--- src/rtl/btce_pkg.sv ---
`timescale 1ns / 1ps

package btce_pkg;

	// field widths
	localparam int TEMP_W     = 12;
	localparam int SENSORS    = 5;
	localparam int SUM_W      = 15;
	localparam int CNT_W      = 3;
	localparam int NUM_W      = 16;
	localparam int SPAN_W     = 13;
	localparam int VOL_W      = 14;
	localparam int CHG_W      = 10;
	localparam int NRG_W      = 21;

	// configuration port
	localparam int CFG_IDX_W  = 2;
	localparam int CFG_DATA_W = 14;

	localparam logic [CFG_IDX_W-1:0] REG_ENABLE     = 2'd0;
	localparam logic [CFG_IDX_W-1:0] REG_EMPTY_TEMP = 2'd1;
	localparam logic [CFG_IDX_W-1:0] REG_FULL_TEMP  = 2'd2;
	localparam logic [CFG_IDX_W-1:0] REG_VOLUME     = 2'd3;

	localparam int EMPTY_TEMP_RST = 300;
	localparam int FULL_TEMP_RST  = 800;
	localparam int VOLUME_RST     = 500;

	// arithmetic constants
	localparam int REF_TEMP       = 300;      // 30.0 degC in tenths
	localparam int ALARM_MARGIN   = 80;       // 8 K in tenths
	localparam int CHARGE_FULL    = 1000;
	localparam int ENERGY_MAX     = 1750000;
	localparam int WATER_WH_MILLI = 1163;
	localparam int ENERGY_DIV     = 10000;

	// serial divider sizing
	localparam int QE_BITS  = 22;
	localparam int QC_BITS  = 10;
	localparam int STEP_W   = 5;
	localparam int VHEAT_W  = 25;
	localparam int PROD_W   = 39;
	localparam int DEN_C_W  = 15;
	localparam int DEN_E_W  = 16;
	localparam int RC_W     = 25;
	localparam int DC_W     = DEN_C_W + QC_BITS - 1;
	localparam int DE_W     = DEN_E_W + QE_BITS - 1;

	typedef logic signed [TEMP_W-1:0] temp_t;

	typedef struct packed {
		logic              enable;
		temp_t             empty_temp;
		temp_t             full_temp;
		logic [VOL_W-1:0]  volume_litres;
	} cfg_t;

	typedef struct packed {
		temp_t temp_top;
		temp_t temp_upper_mid;
		temp_t temp_mid;
		temp_t temp_lower_mid;
		temp_t temp_bottom;
		logic  top_ok;
		logic  upper_mid_ok;
		logic  mid_ok;
		logic  lower_mid_ok;
		logic  bottom_ok;
	} sample_t;

	typedef struct packed {
		logic [CHG_W-1:0] charge_permille;
		logic [NRG_W-1:0] energy_wh;
		logic             overtemp_alarm;
		logic             no_valid_reading;
	} result_t;

	typedef struct packed {
		logic load;
		logic prep1;
		logic prep2;
		logic step;
		logic finish;
	} ctrl_cmd_t;

	typedef struct packed {
		logic div_last;
		logic out_free;
	} ctrl_sts_t;

endpackage

--- src/rtl/btce_ifs.sv ---
`timescale 1ns / 1ps

interface btce_sample_if;
	import btce_pkg::*;

	logic  valid;
	logic  ready;
	temp_t temp_top;
	temp_t temp_upper_mid;
	temp_t temp_mid;
	temp_t temp_lower_mid;
	temp_t temp_bottom;
	logic  top_ok;
	logic  upper_mid_ok;
	logic  mid_ok;
	logic  lower_mid_ok;
	logic  bottom_ok;

	modport source (output valid, temp_top, temp_upper_mid, temp_mid, temp_lower_mid,
		temp_bottom, top_ok, upper_mid_ok, mid_ok, lower_mid_ok, bottom_ok, input ready);
	modport sink (input valid, temp_top, temp_upper_mid, temp_mid, temp_lower_mid,
		temp_bottom, top_ok, upper_mid_ok, mid_ok, lower_mid_ok, bottom_ok, output ready);
endinterface

interface btce_result_if;
	import btce_pkg::*;

	logic             valid;
	logic             ready;
	logic [CHG_W-1:0] charge_permille;
	logic [NRG_W-1:0] energy_wh;
	logic             overtemp_alarm;
	logic             no_valid_reading;

	modport source (output valid, charge_permille, energy_wh, overtemp_alarm,
		no_valid_reading, input ready);
	modport sink (input valid, charge_permille, energy_wh, overtemp_alarm,
		no_valid_reading, output ready);
endinterface

interface btce_cfg_if;
	import btce_pkg::*;

	logic                  valid;
	logic                  ready;
	logic [CFG_IDX_W-1:0]  index;
	logic [CFG_DATA_W-1:0] data;

	modport source (output valid, index, data, input ready);
	modport sink (input valid, index, data, output ready);
endinterface

--- src/rtl/btce_ctrl.sv ---
`timescale 1ns / 1ps

module btce_ctrl (
	input  logic                  clk,
	input  logic                  arst_n,
	input  logic                  in_valid,
	input  logic                  enable,
	input  btce_pkg::ctrl_sts_t   sts,
	output logic                  in_ready,
	output btce_pkg::ctrl_cmd_t   cmd
);
	import btce_pkg::*;

	localparam logic [2:0] ST_IDLE  = 3'd0;
	localparam logic [2:0] ST_PREP1 = 3'd1;
	localparam logic [2:0] ST_PREP2 = 3'd2;
	localparam logic [2:0] ST_DIV   = 3'd3;
	localparam logic [2:0] ST_FIN   = 3'd4;

	logic [2:0] state_q;
	logic [2:0] state_d;

	always_comb begin
		state_d  = state_q;
		cmd      = '0;
		in_ready = 1'b0;
		case (state_q)
			ST_IDLE: begin
				in_ready = 1'b1;
				// items taken while disabled are dropped
				if (in_valid && enable) begin
					cmd.load = 1'b1;
					state_d  = ST_PREP1;
				end
			end
			ST_PREP1: begin
				cmd.prep1 = 1'b1;
				state_d   = ST_PREP2;
			end
			ST_PREP2: begin
				cmd.prep2 = 1'b1;
				state_d   = ST_DIV;
			end
			ST_DIV: begin
				cmd.step = 1'b1;
				if (sts.div_last) begin
					state_d = ST_FIN;
				end
			end
			ST_FIN: begin
				if (sts.out_free) begin
					cmd.finish = 1'b1;
					state_d    = ST_IDLE;
				end
			end
			default: begin
				state_d = ST_IDLE;
			end
		endcase
	end

	always_ff @(posedge clk or negedge arst_n) begin
		if (!arst_n) begin
			state_q <= ST_IDLE;
		end else begin
			state_q <= state_d;
		end
	end

endmodule

--- src/rtl/btce_dp.sv ---
`timescale 1ns / 1ps

module btce_dp (
	input  logic                 clk,
	input  logic                 arst_n,
	input  btce_pkg::cfg_t       cfg,
	input  btce_pkg::sample_t    smp,
	input  btce_pkg::ctrl_cmd_t  cmd,
	output btce_pkg::ctrl_sts_t  sts,
	input  logic                 out_ready,
	output logic                 out_valid,
	output btce_pkg::result_t    res
);
	import btce_pkg::*;

	// snapshot reduction
	temp_t                   temps [SENSORS];
	logic [SENSORS-1:0]      oks;
	logic signed [SUM_W-1:0] sum_c;
	logic [CNT_W-1:0]        n_c;

	logic signed [SUM_W-1:0] sum_q;
	logic [CNT_W-1:0]        n_q;
	temp_t                   top_q;
	logic                    top_ok_q;

	// first prep stage
	logic signed [NUM_W-1:0]  n_s;
	logic signed [NUM_W-1:0]  empty_s;
	logic signed [NUM_W-1:0]  sum_s;
	logic signed [NUM_W-1:0]  n_ref_s;
	logic signed [SPAN_W-1:0] span_c;

	logic signed [NUM_W-1:0]  num_q;
	logic                     span_pos_q;
	logic [DEN_C_W-1:0]       den_c_q;
	logic signed [NUM_W-1:0]  dk_q;
	logic [VHEAT_W-1:0]       vheat_q;
	logic [DEN_E_W-1:0]       den_e_q;

	// second prep stage and divider
	logic                 num_pos;
	logic                 dk_pos;
	logic [RC_W-1:0]      rc_q;
	logic [DC_W-1:0]      dc_q;
	logic [PROD_W-1:0]    re_q;
	logic [DE_W-1:0]      de_q;
	logic [QC_BITS-1:0]   qc_q;
	logic [QE_BITS-1:0]   qe_q;
	logic [STEP_W-1:0]    k_q;
	logic                 chg_zero_q;
	logic                 chg_sat_q;
	logic                 dk_pos_q;
	logic                 e_ge;
	logic                 c_ge;

	// result
	logic signed [SPAN_W-1:0] alarm_lim;
	logic signed [SPAN_W-1:0] top_s;
	logic                     alarm_hit;
	logic                     alarm_q;
	logic                     alarm_d;
	logic                     out_valid_q;
	result_t                  res_q;
	result_t                  res_d;

	always_comb begin
		temps[0] = smp.temp_top;
		temps[1] = smp.temp_upper_mid;
		temps[2] = smp.temp_mid;
		temps[3] = smp.temp_lower_mid;
		temps[4] = smp.temp_bottom;
		oks      = {smp.bottom_ok, smp.lower_mid_ok, smp.mid_ok, smp.upper_mid_ok, smp.top_ok};
		sum_c    = '0;
		n_c      = '0;
		for (int i = 0; i < SENSORS; i++) begin
			if (oks[i]) begin
				sum_c = sum_c + SUM_W'(temps[i]);
				n_c   = n_c + CNT_W'(1);
			end
		end
	end

	assign n_s     = {{(NUM_W-CNT_W){1'b0}}, n_q};
	assign empty_s = NUM_W'(cfg.empty_temp);
	assign sum_s   = NUM_W'(sum_q);
	assign n_ref_s = n_s * NUM_W'(REF_TEMP);
	assign span_c  = SPAN_W'(cfg.full_temp) - SPAN_W'(cfg.empty_temp);

	assign num_pos = !num_q[NUM_W-1] && (num_q != '0);
	assign dk_pos  = !dk_q[NUM_W-1] && (dk_q != '0);

	assign e_ge = re_q >= PROD_W'(de_q);
	assign c_ge = rc_q >= RC_W'(dc_q);

	always_ff @(posedge clk) begin
		if (cmd.load) begin
			sum_q    <= sum_c;
			n_q      <= n_c;
			top_q    <= smp.temp_top;
			top_ok_q <= smp.top_ok;
		end
		if (cmd.prep1) begin
			num_q      <= sum_s - n_s * empty_s;
			span_pos_q <= !span_c[SPAN_W-1] && (span_c != '0);
			den_c_q    <= DEN_C_W'(n_q) * DEN_C_W'(span_c[SPAN_W-2:0]);
			dk_q       <= sum_s - n_ref_s;
			vheat_q    <= VHEAT_W'(cfg.volume_litres) * VHEAT_W'(WATER_WH_MILLI);
			den_e_q    <= DEN_E_W'(n_q) * DEN_E_W'(ENERGY_DIV);
		end
		if (cmd.prep2) begin
			chg_zero_q <= !(span_pos_q && num_pos);
			chg_sat_q  <= NUM_W'(num_q) >= NUM_W'(den_c_q);
			dk_pos_q   <= dk_pos;
			rc_q       <= num_pos ? RC_W'(num_q[NUM_W-2:0]) * RC_W'(CHARGE_FULL) : '0;
			dc_q       <= {den_c_q, {(QC_BITS-1){1'b0}}};
			re_q       <= dk_pos ? PROD_W'(vheat_q) * PROD_W'(dk_q[NUM_W-2:0]) : '0;
			de_q       <= {den_e_q, {(QE_BITS-1){1'b0}}};
			k_q        <= STEP_W'(QE_BITS-1);
			qc_q       <= '0;
			qe_q       <= '0;
		end else if (cmd.step) begin
			// restoring division, one quotient bit per cycle
			if (e_ge) begin
				re_q <= re_q - PROD_W'(de_q);
			end
			qe_q <= {qe_q[QE_BITS-2:0], e_ge};
			de_q <= de_q >> 1;
			k_q  <= k_q - STEP_W'(1);
			if (k_q < STEP_W'(QC_BITS)) begin
				if (c_ge) begin
					rc_q <= rc_q - RC_W'(dc_q);
				end
				qc_q <= {qc_q[QC_BITS-2:0], c_ge};
				dc_q <= dc_q >> 1;
			end
		end
	end

	assign sts.div_last = (k_q == '0);
	assign sts.out_free = !out_valid_q || out_ready;

	assign alarm_lim = SPAN_W'(cfg.full_temp) + SPAN_W'(ALARM_MARGIN);
	assign top_s     = SPAN_W'(top_q);
	assign alarm_hit = top_ok_q && (top_s > alarm_lim);
	assign alarm_d   = (n_q != '0) ? alarm_hit : alarm_q;

	always_comb begin
		res_d.no_valid_reading = (n_q == '0);
		res_d.overtemp_alarm   = alarm_d;
		if (chg_zero_q) begin
			res_d.charge_permille = '0;
		end else if (chg_sat_q) begin
			res_d.charge_permille = CHG_W'(CHARGE_FULL);
		end else begin
			res_d.charge_permille = qc_q;
		end
		if (!dk_pos_q) begin
			res_d.energy_wh = '0;
		end else if (qe_q > QE_BITS'(ENERGY_MAX)) begin
			res_d.energy_wh = NRG_W'(ENERGY_MAX);
		end else begin
			res_d.energy_wh = qe_q[NRG_W-1:0];
		end
	end

	always_ff @(posedge clk or negedge arst_n) begin
		if (!arst_n) begin
			alarm_q     <= 1'b0;
			out_valid_q <= 1'b0;
		end else begin
			if (cmd.finish) begin
				alarm_q     <= alarm_d;
				out_valid_q <= 1'b1;
			end else if (out_ready) begin
				out_valid_q <= 1'b0;
			end
		end
	end

	always_ff @(posedge clk) begin
		if (cmd.finish) begin
			res_q <= res_d;
		end
	end

	assign out_valid = out_valid_q;
	assign res       = res_q;

endmodule

--- src/rtl/buffer_tank_charge_estimator.sv ---
`timescale 1ns / 1ps
// an accepted item is captured, prepared in prep1 and prep2, divided, then written to the output register
// a new item is taken only once the previous one has left the 22-step serial divider and been written back
// items accepted while disabled are dropped and give no result
// a waiting result does not stop the next item from being computed
// arst_n clears the controller, the alarm, the output valid and loads register defaults

module buffer_tank_charge_estimator (
	input  logic          clk,
	input  logic          arst_n,
	btce_sample_if.sink   sample,
	btce_result_if.source result,
	btce_cfg_if.sink      cfg
);
	import btce_pkg::*;

	cfg_t      cfg_q;
	sample_t   smp;
	result_t   res;
	ctrl_cmd_t cmd;
	ctrl_sts_t sts;
	logic      in_ready;
	logic      out_valid;

	// register writes are always taken
	assign cfg.ready = 1'b1;

	always_ff @(posedge clk or negedge arst_n) begin
		if (!arst_n) begin
			cfg_q.enable        <= 1'b0;
			cfg_q.empty_temp    <= TEMP_W'(EMPTY_TEMP_RST);
			cfg_q.full_temp     <= TEMP_W'(FULL_TEMP_RST);
			cfg_q.volume_litres <= VOL_W'(VOLUME_RST);
		end else if (cfg.valid) begin
			case (cfg.index)
				REG_ENABLE:     cfg_q.enable        <= cfg.data[0];
				REG_EMPTY_TEMP: cfg_q.empty_temp    <= cfg.data[TEMP_W-1:0];
				REG_FULL_TEMP:  cfg_q.full_temp     <= cfg.data[TEMP_W-1:0];
				REG_VOLUME:     cfg_q.volume_litres <= cfg.data[VOL_W-1:0];
				default: begin
				end
			endcase
		end
	end

	// gather the snapshot item
	assign smp.temp_top       = sample.temp_top;
	assign smp.temp_upper_mid = sample.temp_upper_mid;
	assign smp.temp_mid       = sample.temp_mid;
	assign smp.temp_lower_mid = sample.temp_lower_mid;
	assign smp.temp_bottom    = sample.temp_bottom;
	assign smp.top_ok         = sample.top_ok;
	assign smp.upper_mid_ok   = sample.upper_mid_ok;
	assign smp.mid_ok         = sample.mid_ok;
	assign smp.lower_mid_ok   = sample.lower_mid_ok;
	assign smp.bottom_ok      = sample.bottom_ok;

	assign sample.ready = in_ready;

	// sequencer: capture, prep1 and prep2, divide, write back
	btce_ctrl u_ctrl (
		.clk      (clk),
		.arst_n   (arst_n),
		.in_valid (sample.valid),
		.enable   (cfg_q.enable),
		.sts      (sts),
		.in_ready (in_ready),
		.cmd      (cmd)
	);

	// averaging arithmetic, serial charge and energy divisions, alarm and output register
	btce_dp u_dp (
		.clk       (clk),
		.arst_n    (arst_n),
		.cfg       (cfg_q),
		.smp       (smp),
		.cmd       (cmd),
		.sts       (sts),
		.out_ready (result.ready),
		.out_valid (out_valid),
		.res       (res)
	);

	assign result.valid            = out_valid;
	assign result.charge_permille  = res.charge_permille;
	assign result.energy_wh        = res.energy_wh;
	assign result.overtemp_alarm   = res.overtemp_alarm;
	assign result.no_valid_reading = res.no_valid_reading;

endmodule

--- src/flat_wrapper.sv ---
// flat-port wrapper written by rule: the top's interface ports become plain ports
module buffer_tank_charge_estimator_flat import btce_pkg::*;
  (clk, arst_n, sample_valid, sample_temp_top, sample_temp_upper_mid, sample_temp_mid, sample_temp_lower_mid, sample_temp_bottom, sample_top_ok, sample_upper_mid_ok, sample_mid_ok, sample_lower_mid_ok, sample_bottom_ok, sample_ready, result_valid, result_charge_permille, result_energy_wh, result_overtemp_alarm, result_no_valid_reading, result_ready, cfg_valid, cfg_index, cfg_data, cfg_ready);
  btce_sample_if sample_i ();
  btce_result_if result_i ();
  btce_cfg_if cfg_i ();
  input  logic clk;
  input  logic arst_n;
  input wire logic [$bits(sample_i.valid)-1:0] sample_valid;
  input wire logic [$bits(sample_i.temp_top)-1:0] sample_temp_top;
  input wire logic [$bits(sample_i.temp_upper_mid)-1:0] sample_temp_upper_mid;
  input wire logic [$bits(sample_i.temp_mid)-1:0] sample_temp_mid;
  input wire logic [$bits(sample_i.temp_lower_mid)-1:0] sample_temp_lower_mid;
  input wire logic [$bits(sample_i.temp_bottom)-1:0] sample_temp_bottom;
  input wire logic [$bits(sample_i.top_ok)-1:0] sample_top_ok;
  input wire logic [$bits(sample_i.upper_mid_ok)-1:0] sample_upper_mid_ok;
  input wire logic [$bits(sample_i.mid_ok)-1:0] sample_mid_ok;
  input wire logic [$bits(sample_i.lower_mid_ok)-1:0] sample_lower_mid_ok;
  input wire logic [$bits(sample_i.bottom_ok)-1:0] sample_bottom_ok;
  output wire logic [$bits(sample_i.ready)-1:0] sample_ready;
  output wire logic [$bits(result_i.valid)-1:0] result_valid;
  output wire logic [$bits(result_i.charge_permille)-1:0] result_charge_permille;
  output wire logic [$bits(result_i.energy_wh)-1:0] result_energy_wh;
  output wire logic [$bits(result_i.overtemp_alarm)-1:0] result_overtemp_alarm;
  output wire logic [$bits(result_i.no_valid_reading)-1:0] result_no_valid_reading;
  input wire logic [$bits(result_i.ready)-1:0] result_ready;
  input wire logic [$bits(cfg_i.valid)-1:0] cfg_valid;
  input wire logic [$bits(cfg_i.index)-1:0] cfg_index;
  input wire logic [$bits(cfg_i.data)-1:0] cfg_data;
  output wire logic [$bits(cfg_i.ready)-1:0] cfg_ready;
  assign sample_i.valid = sample_valid;
  assign sample_i.temp_top = sample_temp_top;
  assign sample_i.temp_upper_mid = sample_temp_upper_mid;
  assign sample_i.temp_mid = sample_temp_mid;
  assign sample_i.temp_lower_mid = sample_temp_lower_mid;
  assign sample_i.temp_bottom = sample_temp_bottom;
  assign sample_i.top_ok = sample_top_ok;
  assign sample_i.upper_mid_ok = sample_upper_mid_ok;
  assign sample_i.mid_ok = sample_mid_ok;
  assign sample_i.lower_mid_ok = sample_lower_mid_ok;
  assign sample_i.bottom_ok = sample_bottom_ok;
  assign sample_ready = sample_i.ready;
  assign result_valid = result_i.valid;
  assign result_charge_permille = result_i.charge_permille;
  assign result_energy_wh = result_i.energy_wh;
  assign result_overtemp_alarm = result_i.overtemp_alarm;
  assign result_no_valid_reading = result_i.no_valid_reading;
  assign result_i.ready = result_ready;
  assign cfg_i.valid = cfg_valid;
  assign cfg_i.index = cfg_index;
  assign cfg_i.data = cfg_data;
  assign cfg_ready = cfg_i.ready;
  buffer_tank_charge_estimator u_core (.clk(clk), .arst_n(arst_n), .sample(sample_i), .result(result_i), .cfg(cfg_i));
endmodule
--- config.mk ---
export PLATFORM = sky130hd
export DESIGN_NAME = buffer_tank_charge_estimator_flat
export DESIGN_NICKNAME = d
export VERILOG_FILES = /design/src/rtl/btce_pkg.sv /design/src/rtl/btce_ifs.sv /design/src/rtl/btce_ctrl.sv /design/src/rtl/btce_dp.sv /design/src/rtl/buffer_tank_charge_estimator.sv /design/src/flat_wrapper.sv
export SDC_FILE = /design/constraint.sdc
export NUM_CORES = 2
export LEC_CHECK = 0
export BUFFER_PORTS_ARGS = -buffer_cell sky130_fd_sc_hd__buf_2
export CAP_MARGIN = 25
export CORE_ASPECT_RATIO = 0.8
export CORE_MARGIN = 3
export CORE_UTILIZATION = 50
export CTS_BUF_LIST = sky130_fd_sc_hd__clkbuf_8
export DETAILED_ROUTE_END_ITERATION = 6
export GPL_ROUTABILITY_DRIVEN = 1
export MAX_ROUTING_LAYER = met4
export PLACE_DENSITY = 0.66
export SLEW_MARGIN = 10
export SYNTH_ARGS = -nofsm -noshare
export SYNTH_HDL_FRONTEND = slang
export SYNTH_SLANG_ARGS = --single-unit
export TNS_END_PERCENT = 10
--- constraint.sdc ---
create_clock -name clk -period 9.5 [get_ports clk]
set_clock_uncertainty 0.1 [all_clocks]
set_input_delay 0 -clock clk [delete_from_list [all_inputs] [get_ports clk]]
set_output_delay 0 -clock clk [all_outputs]
set_load 0.005 [all_outputs]
==> flow_summary.html <==
<table>
<tr><th>Metric</th><th>Value</th></tr>
<tr><th colspan="2">Logic synthesis</th></tr>
<tr><td>Synth top area share</td><td>20.72%</td></tr>
<tr><td>Number of different library cells in the post-synthesis netlist</td><td>94</td></tr>
<tr><td>Average size of a mapped cell</td><td>9.449 µm²</td></tr>
<tr><td>Number of enable-type register cells in the synthesized netlist</td><td>245</td></tr>
<tr><td>Total nets after synthesis</td><td>5241</td></tr>
<tr><td>Synth top area cells</td><td>fa_1 21%, edfxtp_1 18%, ha_1 14%</td></tr>
<tr><td>Synthesized flop and latch total</td><td>356</td></tr>
<tr><td>Cell types with the highest counts after synthesis</td><td>667 x inv_1, 487 x nand2_1, 462 x ha_1</td></tr>
<tr><td>Most used DFF post-synth</td><td>edfxtp_1</td></tr>
<tr><td>Yosys warnings</td><td>0</td></tr>
<tr><td>Most used standard cell by instance count after synthesis</td><td>inv_1</td></tr>
<tr><td>Synthesized instance count</td><td>4275</td></tr>
<tr><td>Part of the Yosys area used for sequential elements</td><td>24.30%</td></tr>
<tr><td>Fraction of registers with async set/reset</td><td>12.36%</td></tr>
<tr><td>Post-synthesis cell type with the largest combined area</td><td>fa_1</td></tr>
<tr><td>Cell area after technology mapping</td><td>40390 µm²</td></tr>
<tr><th colspan="2">Finish</th></tr>
<tr><td>Area of the multi-input gates</td><td>27560 µm²</td></tr>
<tr><td>Synth-to-layout area growth</td><td>9.069%</td></tr>
<tr><td>Fraction of final layout cells sized beyond drive strength 1</td><td>7.809%</td></tr>
<tr><td>Fillers</td><td>7145</td></tr>
<tr><td>Area of all sequential standard cells</td><td>9817 µm²</td></tr>
<tr><td>Layout Nets</td><td>5385</td></tr>
<tr><th colspan="2">Timing</th></tr>
<tr><td>Setup repair after global routing missed its margin</td><td>no</td></tr>
<tr><td>Transition time at the pin with the least slew margin</td><td>1.141 ns</td></tr>
<tr><td>Minimum clock period after layout</td><td>7.666 ns</td></tr>
<tr><td>Maximum achievable frequency</td><td>130.4 MHz</td></tr>
<tr><td>Number of pins exceeding their max-slew limit in the final report</td><td>0</td></tr>
<tr><td>Final setup violation count</td><td>0</td></tr>
<tr><td>Worst slew margin relative to its limit</td><td>23.92%</td></tr>
<tr><td>Endpoints failing hold</td><td>0</td></tr>
<tr><td>Period Utilization, post-route</td><td>80.70%</td></tr>
<tr><td>Sum of negative setup slack</td><td>0 ns</td></tr>
<tr><th colspan="2">Setup path</th></tr>
<tr><td>Data arrival time of the critical path</td><td>8.02 ns</td></tr>
<tr><td>Category of the most critical setup path</td><td>flop to flop</td></tr>
<tr><td>Critical path's slowest cell</td><td>edfxtp_1</td></tr>
<tr><td>Cell-by-cell listing of the critical path</td><td>nand2_1 &gt; fa_1 &gt; inv_1 &gt; fa_1 &gt; inv_1 &gt; fa_1 &gt; inv_1 &gt; fa_1 &gt; fa_1 &gt; fa_1 &gt; ha_1 &gt; o21ai_1 &gt; a211oi_1 &gt; o21bai_1 &gt; a211oi_1 &gt; a21oi_1 &gt; o311ai_1 &gt; nand3_1 &gt; nand2_1 &gt; xor2_1 &gt; a221o_1</td></tr>
<tr><td>Most frequent cell on the critical path</td><td>fa_1</td></tr>
<tr><td>Largest stage delay on the critical path</td><td>1.11 ns</td></tr>
<tr><td>Required @ worst endpoint</td><td>9.86 ns</td></tr>
<tr><td>Crit-path leading delay family</td><td>adder cells</td></tr>
<tr><td>Crit. End Element</td><td>flop</td></tr>
<tr><td>Buffers &amp; Inverters on Critical Path</td><td>3</td></tr>
<tr><td>Startpoint type of the worst setup path</td><td>flop</td></tr>
<tr><td>Maximum fanout along the worst path</td><td>26</td></tr>
<tr><th colspan="2">Route</th></tr>
<tr><td>Per-cell via count in the routed design</td><td>5.461</td></tr>
<tr><td>Number of search-and-repair iterations in the first detailed-routing pass</td><td>5</td></tr>
<tr><td>Remaining DRCs</td><td>0</td></tr>
<tr><td>Number of nets still failing antenna checks after routing</td><td>0</td></tr>
<tr><td>Violation count after the first detailed-routing iteration</td><td>2114</td></tr>
<tr><td>Detail-routed net length per standard cell</td><td>17.80 µm</td></tr>
<tr><td>Total wirelength of the detailed-routed design</td><td>98000 µm</td></tr>
<tr><td>Vias</td><td>30064</td></tr>
<tr><th colspan="2">Die</th></tr>
<tr><td>CORE AREA</td><td>79430 µm²</td></tr>
<tr><td>Chip height</td><td>260.2 µm</td></tr>
<tr><td>I/O pins</td><td>122</td></tr>
<tr><td>Floorplan die area</td><td>84260 µm²</td></tr>
<tr><td>Standard-cell rows</td><td>92</td></tr>
<tr><td>Die outline width</td><td>323.8 µm</td></tr>
<tr><td>Starting utilization of the core area</td><td>50.86%</td></tr>
<tr><th colspan="2">Clock network</th></tr>
<tr><td>Setup Buffers After CTS</td><td>0</td></tr>
<tr><td>Root cell of the clock tree</td><td>clkbuf_8</td></tr>
<tr><td>Reg clk slew, reported paths</td><td>0.07 ns</td></tr>
<tr><td>Skew-Pair Late Insertion Delay</td><td>0.70 ns</td></tr>
<tr><td>Inserted Clock Buffers</td><td>59</td></tr>
<tr><td>CTS max path bufs</td><td>3</td></tr>
<tr><td>Clock tree from TritonCTS</td><td>yes</td></tr>
<tr><td>CTS Hold Buffers Added</td><td>76</td></tr>
<tr><td>Number of sinks on the clock net</td><td>356</td></tr>
<tr><td>Resize count post-CTS</td><td>0</td></tr>
<tr><td>H-tree levels</td><td>2</td></tr>
<tr><th colspan="2">Placement</th></tr>
<tr><td>Port Buf Inserts</td><td>120</td></tr>
<tr><td>Post-detailed-placement half-perimeter wirelength</td><td>76070 µm</td></tr>
<tr><td>RePlAce Congestion</td><td>0.9168</td></tr>
<tr><th colspan="2">GRT</th></tr>
<tr><td>Remaining Overflow, GRT</td><td>0</td></tr>
<tr><td>First-pass GRT wire length</td><td>159100 µm</td></tr>
<tr><td>Maximum number of pins on one net before global-route repair</td><td>84</td></tr>
<tr><td>Via count of the first global-routing pass</td><td>29700</td></tr>
<tr><td>All-Layer GR Usage</td><td>24.29%</td></tr>
<tr><td>Initial antenna violation count</td><td>3</td></tr>
<tr><th colspan="2">Outcome</th></tr>
<tr><td>Outcome</td><td>finished, final reports clean</td></tr>
<tr><th colspan="2">Job</th></tr>
<tr><td>Max_cap viols</td><td>0</td></tr>
<tr><th colspan="2">Hold path</th></tr>
<tr><td>Classification of the worst-slack hold path</td><td>input port to flop</td></tr>
</table>
-- flip-flops by register name (all words and copies together), names as in the netlist, 5 cells and up --
register / cells
u_core.u_dp.qc_q: 10
u_core.u_dp.dc_q: 24
u_core.u_dp.qe_q: 22
u_core.u_dp.re_q: 39
u_core.u_dp.den_c_q: 15
u_core.u_dp.rc_q: 25
u_core.u_dp.res: 33
u_core.u_dp.k_q: 5
u_core.u_dp.vheat_q: 25
u_core.u_dp.den_e_q: 10
u_core.u_dp.num_q: 16
u_core.u_dp.top_q: 12
u_core.cfg_q: 39
u_core.u_dp.dk_q: 16
u_core.u_dp.de_q: 37
u_core.u_dp.sum_q: 15
-- logic make-up (layout without fill, tap and decap cells) --
group	count (synthesis)	in the layout	synth area share [%]
other	1	3	0.009283
AND/OR/NAND/NOR	1172	1172	13.85
adder cells (fa/ha/maj)	881	881	35.05
AO/OA/AOI/OAI	741	741	11.94
multiplexers	82	82	2.236
buffers and inverters	809	1003	7.530
flip-flops	356	356	24.30
XOR/XNOR	233	233	5.086
-- final timing paths --
kind / startpoint / cells after the start / slack (ns) / endpoint
setup / recovery: u_core.u_dp.dk_q[5] / 21 / 1.83 / u_core.u_dp.re_q[34]
hold / removal: sample_temp_top[1] / 2 / 0.08 / u_core.u_dp.top_q[1]
setup reg to reg: u_core.u_dp.dk_q[5] / 21 / 1.83 / u_core.u_dp.re_q[34]
hold reg to reg: u_core.u_dp.qc_q[9] / 2 / 0.36 / u_core.u_dp.qc_q[9]
max in group asynchronous: arst_n / 4 / 8.41 / u_core.u_ctrl.state_q[0]
min in group asynchronous: arst_n / 4 / 0.40 / u_core.u_dp.out_valid
-- per-stage QoR --
stage	hold WS, ns	setup slack, ns	instance area (µm²)	utilization, %	cells
CTS	0.004786	1.902	44010	55.42	5501
global placement	0.05183	1.962	41960	52.83	5313
global route	0.06164	1.423	44060	55.47	5505
floorplan	-0.3956	2.834	40400	-	4275
detailed placement	0.05172	1.890	41990	52.86	5314
finish	0.07758	1.834	44060	55.47	5505
-- worst register-to-register path: stages, from the launching register on --
cell	delay (ns)
edfxtp_1	1.11
nand2_1	0.20
fa_1	0.59
inv_1	0.06
fa_1	0.54
inv_1	0.06
fa_1	0.49
inv_1	0.04
fa_1	0.46
fa_1	0.51
fa_1	0.43
ha_1	0.40
o21ai_1	0.09
a211oi_1	0.30
o21bai_1	0.10
a211oi_1	0.50
a21oi_1	0.31
o311ai_1	0.47
nand3_1	0.17
nand2_1	0.11
xor2_1	0.07
a221o_1	0.34
-- per-layer routing --
layer	vias up	share of wire (%)	track usage [%]
met5	-	0	-
met4	0	2.2	5.518
met3	149	6.8	4.350
met2	833	42	34.53
met1	14552	49	36.00
li1	14530	-	-
-- cell usage in the layout, fill, tap and decap left out, types with 17 or more instances in the layout --
cell type,Yosys,layout
dfrtp_1,31,30
nand2b_1,33,32
xnor2_1,139,139
inv_1,667,684
nor2b_1,39,39
a31oi_1,17,17
ha_1,462,462
fa_1,418,418
and2_1,208,208
buf_2,1,120
xor2_1,93,93
o31ai_1,21,21
nor2_1,157,156
o21a_1,50,50
nand2_1,487,487
edfxtp_1,245,245
nand3_1,94,94
dfxtp_1,67,67
a21o_1,94,94
a21oi_1,198,197
o21bai_1,22,22
buf_4,1,22
dlygate4sd3_1,0,76
nand4_1,20,20
o22ai_1,54,54
o21ai_0,133,133
clkbuf_8,0,68
a211oi_1,18,18
mux2_2,66,66
o21ai_1,20,20
nor3_1,51,50
-- final cells by class --
class | count | area share [%]
multi-input combinational | 3110 | 62.56
sequential | 356 | 22.28
inverter | 671 | 5.717
timing repair buffer | 221 | 3.615
tap | 1034 | 2.936
clock buffer | 68 | 2.124
clock inverter | 43 | 0.7526
antenna | 2 | 0.01136
Power is not shown: default switching activity piles up to over one toggle a cycle in this logic, so the estimate is an artifact.
